===== config.mk =====
export PLATFORM = sky130hd
export DESIGN_NAME = calendar_date_counter_bcd_core
export DESIGN_NICKNAME = d
export VERILOG_FILES = /design/src/rtl/core/cdcb_pkg.sv /design/src/rtl/core/cdcb_date_next.sv /design/src/rtl/core/calendar_date_counter_bcd_core.sv
export VERILOG_INCLUDE_DIRS = /design/src /design/src/rtl/core
export SDC_FILE = /design/constraint.sdc
export NUM_CORES = 1
export LEC_CHECK = 0
export ABC_AREA = 1
export BUFFER_PORTS_ARGS = -buffer_cell sky130_fd_sc_hd__buf_4
export CAP_MARGIN = 15
export CORE_MARGIN = 2
export CORE_UTILIZATION = 65
export CTS_BUF_LIST = sky130_fd_sc_hd__clkbuf_8
export DETAILED_ROUTE_END_ITERATION = 8
export GPL_TIMING_DRIVEN = 0
export PLACE_DENSITY = 0.84
export REMOVE_ABC_BUFFERS = 1
export SETUP_SLACK_MARGIN = 0.5
export SLEW_MARGIN = 30
export SYNTH_ARGS = -nofsm -noshare
export SYNTH_HDL_FRONTEND = slang
export SYNTH_HIERARCHICAL = 1
export SYNTH_SLANG_ARGS = --single-unit

===== constraint.sdc =====
create_clock -name clk -period 16.8 [get_ports clk]
set_clock_uncertainty 0.05 [all_clocks]
set_input_delay 2.52 -clock clk [delete_from_list [all_inputs] [get_ports clk]]
set_output_delay 2.52 -clock clk [all_outputs]
set_load 0.02 [all_outputs]

===== src/rtl/core/assert_macros.svh =====
// Assertion helpers included by the counter core.
`ifndef ASSERT_MACROS_SVH
`define ASSERT_MACROS_SVH

// Clocked check, disabled while reset is asserted.
`define ASSERT_CLK(label, prop, msg) \
    label: assert property (@(posedge clk) disable iff (!rst_n) (prop)) else $error(msg);

// Clocked implication check, disabled while reset is asserted.
`define ASSERT_IMPL(label, pre, post, msg) \
    label: assert property (@(posedge clk) disable iff (!rst_n) (pre) |=> (post)) else $error(msg);

`endif


===== src/rtl/core/cdcb_pkg.sv =====
// ----------------------------------------------------------------------------
// Calendar date counter package
// Shared types, constants and small functions for the date counter.
// ----------------------------------------------------------------------------
package cdcb_pkg;

    localparam int YEAR_W  = 14;
    localparam int MONTH_W = 4;
    localparam int DAY_W   = 5;

    localparam logic [YEAR_W-1:0]  YEAR_LAST   = 14'd9999;
    localparam logic [YEAR_W-1:0]  RESET_YEAR  = 14'd2022;
    localparam logic [MONTH_W-1:0] RESET_MONTH = 4'd1;
    localparam logic [DAY_W-1:0]   RESET_DAY   = 5'd1;
    localparam logic [MONTH_W-1:0] MONTH_LAST  = 4'd12;

    localparam logic OP_TICK = 1'b0;
    localparam logic OP_LOAD = 1'b1;

    typedef struct packed {
        logic [YEAR_W-1:0]  year;
        logic [MONTH_W-1:0] month;
        logic [DAY_W-1:0]   day;
    } date_t;

    function automatic logic [DAY_W-1:0] month_length(
        input logic [YEAR_W-1:0]  year,
        input logic [MONTH_W-1:0] month
    );
        logic [DAY_W-1:0] lim;
        case (month)
            4'd2:    lim = (year[1:0] == 2'b00) ? 5'd29 : 5'd28;
            4'd4:    lim = 5'd30;
            4'd6:    lim = 5'd30;
            4'd9:    lim = 5'd30;
            4'd11:   lim = 5'd30;
            default: lim = 5'd31;
        endcase
        return lim;
    endfunction

    // Quotient by ten for values up to 99.
    function automatic logic [3:0] div10_99(input logic [6:0] x);
        logic [14:0] prod;
        prod = 15'(x) * 15'd205;
        return prod[14:11];
    endfunction

endpackage


===== src/rtl/core/cdcb_date_next.sv =====
// ----------------------------------------------------------------------------
// Calendar date next-state logic
// Computes the date after a one-day tick or after a checked load.
// ----------------------------------------------------------------------------
module cdcb_date_next
    import cdcb_pkg::*;
(
    input  date_t              cur,
    input  logic               operation,
    input  logic [YEAR_W-1:0]  load_year,
    input  logic [MONTH_W-1:0] load_month,
    input  logic [DAY_W-1:0]   load_day,
    output date_t              nxt
);

    logic [YEAR_W-1:0]  ld_year;
    logic [MONTH_W-1:0] ld_month;
    logic [DAY_W-1:0]   ld_lim;
    logic [DAY_W-1:0]   cur_lim;
    date_t              tick_date;
    date_t              load_date;

    always_comb
    begin
        ld_year  = (load_year > YEAR_LAST) ? YEAR_LAST : load_year;
        ld_month = (load_month == 4'd0 || load_month > MONTH_LAST) ? 4'd1 : load_month;
        ld_lim   = month_length(ld_year, ld_month);
        load_date.year  = ld_year;
        load_date.month = ld_month;
        load_date.day   = (load_day == 5'd0 || load_day > ld_lim) ? 5'd1 : load_day;
    end

    always_comb
    begin
        cur_lim   = month_length(cur.year, cur.month);
        tick_date = cur;
        if (cur.day >= cur_lim)
        begin
            tick_date.day = 5'd1;
            if (cur.month >= MONTH_LAST)
            begin
                tick_date.month = 4'd1;
                tick_date.year  = (cur.year >= YEAR_LAST) ? 14'd0 : cur.year + 14'd1;
            end
            else
            begin
                tick_date.month = cur.month + 4'd1;
            end
        end
        else
        begin
            tick_date.day = cur.day + 5'd1;
        end
    end

    assign nxt = (operation == OP_LOAD) ? load_date : tick_date;

endmodule


===== src/rtl/core/calendar_date_counter_bcd_core.sv =====
// ----------------------------------------------------------------------------
// Calendar date counter with BCD read-out
// Holds a year, month and day, steps or loads it, and reports the date with
// its eight decimal digits.
// ----------------------------------------------------------------------------
// Usage:
// An input transaction on s_* carries the operation in s_tuser (tick one day
// or load a date) and the load fields in s_tdata. Each input transaction
// produces exactly one output transaction on m_* with the date after the
// step and its digits YYYYMMDD.
// The date register updates in the cycle the input transaction is taken.
// The result leaves through a three-stage pipeline:
// the date register, a stage that divides the year by one hundred, and the
// output register that splits the two halves into digits.
// One transaction per cycle is sustained while m_tready is high; each stage
// holds a valid bit, so input is still taken while a result waits, until all
// stages are full. When the receiver stalls, the output register holds and
// the pipeline fills up, after which s_tready drops.
// Reset sets the date to year 2022, month 1, day 1, and empties the pipeline.
// ----------------------------------------------------------------------------
module calendar_date_counter_bcd_core
    import cdcb_pkg::*;
(
    input  logic        clk,
    input  logic        rst_n,
    input  logic        s_tvalid,
    output logic        s_tready,
    // s_tdata: load_year[13:0], load_month[17:14], load_day[22:18], zeros
    input  logic [23:0] s_tdata,
    // s_tuser: operation
    input  logic [0:0]  s_tuser,
    output logic        m_tvalid,
    input  logic        m_tready,
    // m_tdata: year_now[13:0], month_now[17:14], day_now[22:18],
    // digit_year_thousands[26:23], digit_year_hundreds[30:27],
    // digit_year_tens[34:31], digit_year_ones[38:35], digit_month_tens[39],
    // digit_month_ones[43:40], digit_day_tens[45:44], digit_day_ones[49:46], zeros
    output logic [55:0] m_tdata
);

`include "assert_macros.svh"

    date_t       date_reg;
    date_t       date_next;
    logic        v1_reg;
    logic        v2_reg;
    logic        vo_reg;
    logic        ready1;
    logic        ready2;
    logic        ready3;
    logic        s_fire;

    date_t       s2_date_reg;
    logic [6:0]  s2_q100_reg;
    logic [26:0] q100_prod;
    logic        s2_mt_reg;
    logic [3:0]  s2_mo_reg;
    logic [1:0]  s2_dt_reg;
    logic [3:0]  s2_do_reg;
    logic        mt_next;
    logic [3:0]  mo_next;
    logic [1:0]  dt_next;
    logic [3:0]  do_next;

    date_t       o_date_reg;
    logic [3:0]  o_yth_reg;
    logic [3:0]  o_yh_reg;
    logic [3:0]  o_yt_reg;
    logic [3:0]  o_yo_reg;
    logic        o_mt_reg;
    logic [3:0]  o_mo_reg;
    logic [1:0]  o_dt_reg;
    logic [3:0]  o_do_reg;
    logic [13:0] lo_diff;
    logic [6:0]  lo_next;
    logic [3:0]  yt_next;
    logic [3:0]  yth_next;

    assign ready3   = !vo_reg || m_tready;
    assign ready2   = !v2_reg || ready3;
    assign ready1   = !v1_reg || ready2;
    assign s_tready = ready1;
    assign s_fire   = s_tvalid && ready1;

    cdcb_date_next u_date_next (
        .cur        (date_reg),
        .operation  (s_tuser[0]),
        .load_year  (s_tdata[13:0]),
        .load_month (s_tdata[17:14]),
        .load_day   (s_tdata[22:18]),
        .nxt        (date_next)
    );

    always_ff @(posedge clk or negedge rst_n)
    begin
        if (!rst_n)
        begin
            date_reg.year  <= RESET_YEAR;
            date_reg.month <= RESET_MONTH;
            date_reg.day   <= RESET_DAY;
            v1_reg         <= 1'b0;
            v2_reg         <= 1'b0;
            vo_reg         <= 1'b0;
        end
        else
        begin
            if (s_fire)
            begin
                date_reg <= date_next;
            end
            if (ready1)
            begin
                v1_reg <= s_tvalid;
            end
            if (ready2)
            begin
                v2_reg <= v1_reg;
            end
            if (ready3)
            begin
                vo_reg <= v2_reg;
            end
        end
    end

    always_comb
    begin
        q100_prod = 27'(date_reg.year) * 27'd5243;
        mt_next   = (date_reg.month >= 4'd10);
        mo_next   = mt_next ? date_reg.month - 4'd10 : date_reg.month;
        if (date_reg.day >= 5'd30)
        begin
            dt_next = 2'd3;
            do_next = 4'(date_reg.day - 5'd30);
        end
        else if (date_reg.day >= 5'd20)
        begin
            dt_next = 2'd2;
            do_next = 4'(date_reg.day - 5'd20);
        end
        else if (date_reg.day >= 5'd10)
        begin
            dt_next = 2'd1;
            do_next = 4'(date_reg.day - 5'd10);
        end
        else
        begin
            dt_next = 2'd0;
            do_next = date_reg.day[3:0];
        end
    end

    always_ff @(posedge clk)
    begin
        if (ready2 && v1_reg)
        begin
            s2_date_reg <= date_reg;
            s2_q100_reg <= q100_prod[25:19];
            s2_mt_reg   <= mt_next;
            s2_mo_reg   <= mo_next;
            s2_dt_reg   <= dt_next;
            s2_do_reg   <= do_next;
        end
    end

    always_comb
    begin
        lo_diff  = s2_date_reg.year - 14'(s2_q100_reg) * 14'd100;
        lo_next  = lo_diff[6:0];
        yt_next  = div10_99(lo_next);
        yth_next = div10_99(s2_q100_reg);
    end

    always_ff @(posedge clk)
    begin
        if (ready3 && v2_reg)
        begin
            o_date_reg <= s2_date_reg;
            o_yth_reg  <= yth_next;
            o_yh_reg   <= 4'(s2_q100_reg - 7'(yth_next) * 7'd10);
            o_yt_reg   <= yt_next;
            o_yo_reg   <= 4'(lo_next - 7'(yt_next) * 7'd10);
            o_mt_reg   <= s2_mt_reg;
            o_mo_reg   <= s2_mo_reg;
            o_dt_reg   <= s2_dt_reg;
            o_do_reg   <= s2_do_reg;
        end
    end

    assign m_tvalid = vo_reg;
    assign m_tdata  = {6'd0, o_do_reg, o_dt_reg, o_mo_reg, o_mt_reg, o_yo_reg, o_yt_reg,
                       o_yh_reg, o_yth_reg, o_date_reg.day, o_date_reg.month,
                       o_date_reg.year};

    `ASSERT_CLK(a_month_range, (date_reg.month >= 4'd1 && date_reg.month <= MONTH_LAST),
        "Stored month is out of range.")
    `ASSERT_CLK(a_day_range,
        (date_reg.day >= 5'd1 && date_reg.day <= month_length(date_reg.year, date_reg.month)),
        "Stored day is outside the month.")
    `ASSERT_IMPL(a_tick_step, (s_fire && s_tuser[0] == OP_TICK),
        (date_reg.day == 5'd1 || date_reg.day == $past(date_reg.day) + 5'd1),
        "A tick did not advance the day by one.")
    `ASSERT_CLK(a_out_digits, (!vo_reg || (o_yo_reg <= 4'd9 && o_yt_reg <= 4'd9 &&
        o_yh_reg <= 4'd9 && o_yth_reg <= 4'd9)),
        "Year digit out of decimal range.")

endmodule


==> flow_summary.json <==
{
  "finalHoldViolations": 0,
  "wl_per_cell_um": 15.39,
  "cts_max_level": 3,
  "cp_max_fo": 8,
  "cp_common_cell": "inv_1",
  "setup_viol": 0,
  "register_area_um2": 3246,
  "drt_iter0_drc": 568,
  "min_period_ns": 6.009,
  "die_width_um": 134.7,
  "dieHeight_um": 134.7,
  "hold_buffers": 0,
  "post_cts_resized": 0,
  "busiest_layer": "met2",
  "crit_slowest_cell": "edfxtp_1",
  "avgSynthCellArea_um2": 9.159,
  "maxCapViolations": 0,
  "synth-warning-count": 6,
  "hold_path_class": "reg2reg",
  "drv_slew": 0,
  "ys_types": 56,
  "end_kind": "flip-flop",
  "crit_required_ns": 16.93,
  "viasPerCell": 5.489,
  "grt-ovfl-total": 0,
  "dr.pass1.iters": 5,
  "grt_use_total": 0.2709,
  "dp_slack_ns": 10.79,
  "period_share": 0.3577,
  "cts-root-buf": "clkbuf_8",
  "area.growth.synth_to_final_pct": 9.446,
  "ios": 87,
  "grtUsageMet2": 0.4518,
  "layout_setup_ws_ns": 10.79,
  "num_rows": 47,
  "die-area_um2": 18140,
  "grt_pass1_vias": 8284,
  "nets": 1585,
  "fp.coreArea_um2": 16640,
  "status": "finished, final reports clean",
  "cts_tree": "done",
  "cts_buffer_depth": 2,
  "cts_made_buffers": 9,
  "syn-cell-area_um2": 11100,
  "start_util": 0.6670,
  "hpwl_mm": 19.26,
  "seq_area_frac_synth": 0.2924,
  "via_count": 8327,
  "port_buffers": 79,
  "grt_util_met1": 0.3475,
  "multi_input_area_um2": 6755,
  "timing.fmax_ghz": 0.1664,
  "grtUsageMet3": 0.05480,
  "rsz0062_at_grt": "false",
  "gp_congestion": 0.9326,
  "clkSinkCount": 112,
  "clk_latency_ns": 0.40,
  "cp.arrival_ns": 6.14,
  "path_class": "reg2reg",
  "slowest_delay_ns": 0.63,
  "slew-limit-headroom": 0.4523,
  "grt_max_degree": 46,
  "ant_nets": 0,
  "clk_pin_slew_ns": 0.11,
  "fin_tns_setup_ns": 0,
  "wirelength_mm": 23.35,
  "drive_above_1_share": 0.1235,
  "synth-seq-cells": 112,
  "cts_setup_buffers": 0,
  "synthCells": 1212,
  "fill_cells": 1167,
  "drc": 0,
  "critPathLaunchType": "flip-flop",
  "antenna_found_initial": 0,
  "grt_pass1_wl_mm": 38.37,
  "tightest_slew_ns": 0.8187
}
-- worst max-delay path: cells and delay by family (launching register included) --
kind	cells	cell delay, ns
AO/OA/AOI/OAI	1	0.14
XOR/XNOR	3	0.70
adder cells (fa/ha/maj)	8	2.89
buffers and inverters	6	0.33
flip-flops	1	0.63
AND/OR/NAND/NOR	11	1.03
-- metal layers --
metal / share of wire / routed length, um
met5: 0 / 0
met4: 0.036 / 841
met3: 0.065 / 1527
met2: 0.49 / 11510
met1: 0.41 / 9471
-- cell families (layout without fill, tap and decap cells) --
logic type | after synthesis | after routing | synth area share
multiplexers | 3 | 3 | 0.002930
buffers and inverters | 283 | 362 | 0.1018
AO/OA/AOI/OAI | 138 | 138 | 0.07079
XOR/XNOR | 29 | 29 | 0.02356
adder cells (fa/ha/maj) | 265 | 265 | 0.3535
other | 1 | 7 | 0.0003378
flip-flops | 112 | 112 | 0.2924
AND/OR/NAND/NOR | 381 | 381 | 0.1548
-- cell type report --
cell class / instances / share of cell area
Sequential cell: 112 / 0.2671
Tap cell: 220 / 0.02266
Clock inverter: 7 / 0.007312
Inverter: 264 / 0.08187
Clock buffer: 9 / 0.01020
Antenna cell: 1 / 0.0002060
Timing Repair Buffer: 82 / 0.05458
Multi-Input combinational cell: 822 / 0.5560
-- cell usage after synthesis (all sizes together) --
| cell type | n | area, um2 |
|---|---|---|
| inv | 262 | 985.9 |
| nand2 | 195 | 762.0 |
| ha | 184 | 2302 |
| edfxtp | 86 | 2582 |
| nor2 | 84 | 357.8 |
| fa | 81 | 1622 |
| a21oi | 63 | 330.3 |
| nand3 | 63 | 340.3 |
| o21ai | 45 | 229.0 |
| xor2 | 22 | 200.2 |
| nand4 | 20 | 125.1 |
| buf | 17 | 127.6 |
| dfrtp | 16 | 400.4 |
| dfstp | 10 | 262.8 |
| nor3 | 10 | 71.32 |
| o21bai | 8 | 60.06 |
| xnor2 | 7 | 61.31 |
| a21o | 5 | 38.79 |
| o31ai | 5 | 37.54 |
| and2 | 3 | 18.77 |
| nand3b | 3 | 22.52 |
| a211oi | 2 | 15.01 |
| a21boi | 2 | 15.02 |
| clkbuf | 2 | 7.510 |
| clkinv | 2 | 8.750 |
| mux2 | 2 | 22.52 |
| o21a | 2 | 15.01 |
| a22oi | 1 | 7.510 |
| a31o | 1 | 8.760 |
| a31oi | 1 | 6.260 |
| conb | 1 | 3.750 |
| mux2i | 1 | 10.01 |
| nor3b | 1 | 7.510 |
| nor4 | 1 | 6.260 |
| o211ai | 1 | 7.510 |
| o22ai | 1 | 6.260 |
| o32ai | 1 | 8.760 |
| or2 | 1 | 6.260 |
-- final timing paths --
path	from	to	slack, ns	cells after the start
setup / recovery	s2_q100_reg[0]	o_yo_reg[3]	10.79	29
hold / removal	s2_date_reg[2]	m_tdata[20]	0.37	0
setup reg to reg	s2_q100_reg[0]	o_yo_reg[3]	10.79	29
hold reg to reg	s2_date_reg[2]	m_tdata[20]	0.37	0
max in group asynchronous	rst_n	date_reg[16]	14.40	1
min in group asynchronous	rst_n	m_tvalid	1.97	1
-- per-stage QoR --
step | util | std cells | instance area (um2) | hold slack (ns)
2_1_floorplan | - | 1198 | 10980 | 0.3503
3_3_place_gp | 0.7122 | 1497 | 11850 | 0.3524
3_5_place_dp | 0.7171 | 1500 | 11930 | 0.3545
4_1_cts | 0.7299 | 1516 | 12150 | 0.3775
5_1_grt | 0.7299 | 1516 | 12150 | 0.3814
6_report | 0.7300 | 1517 | 12150 | 0.3737
-- layout by cell type, fill, tap and decap left out, types with 3 or more instances in the layout --
cell        n
inv_1     252
ha_1      184
nand2_1   183
edfxtp_1   86
fa_1       81
buf_4      79
nor2_1     73
a21oi_1    60
nand3_1    58
o21ai_0    36
xor2_1     21
nand4_1    20
dfrtp_1    16
nand2_2    12
dfstp_2    10
inv_2       9
clkbuf_8    9
nor2_2      8
o21bai_1    8
o21ai_1     8
xnor2_1     7
nor3_1      7
conb_1      6
nand3_2     5
o31ai_1     5
a21o_1      4
and2_1      3
nand3b_1    3
nor2_4      3
Power is left out: the tool's default activity adds up to more than one toggle a clock period on the data nets, which glitch-free logic cannot reach.
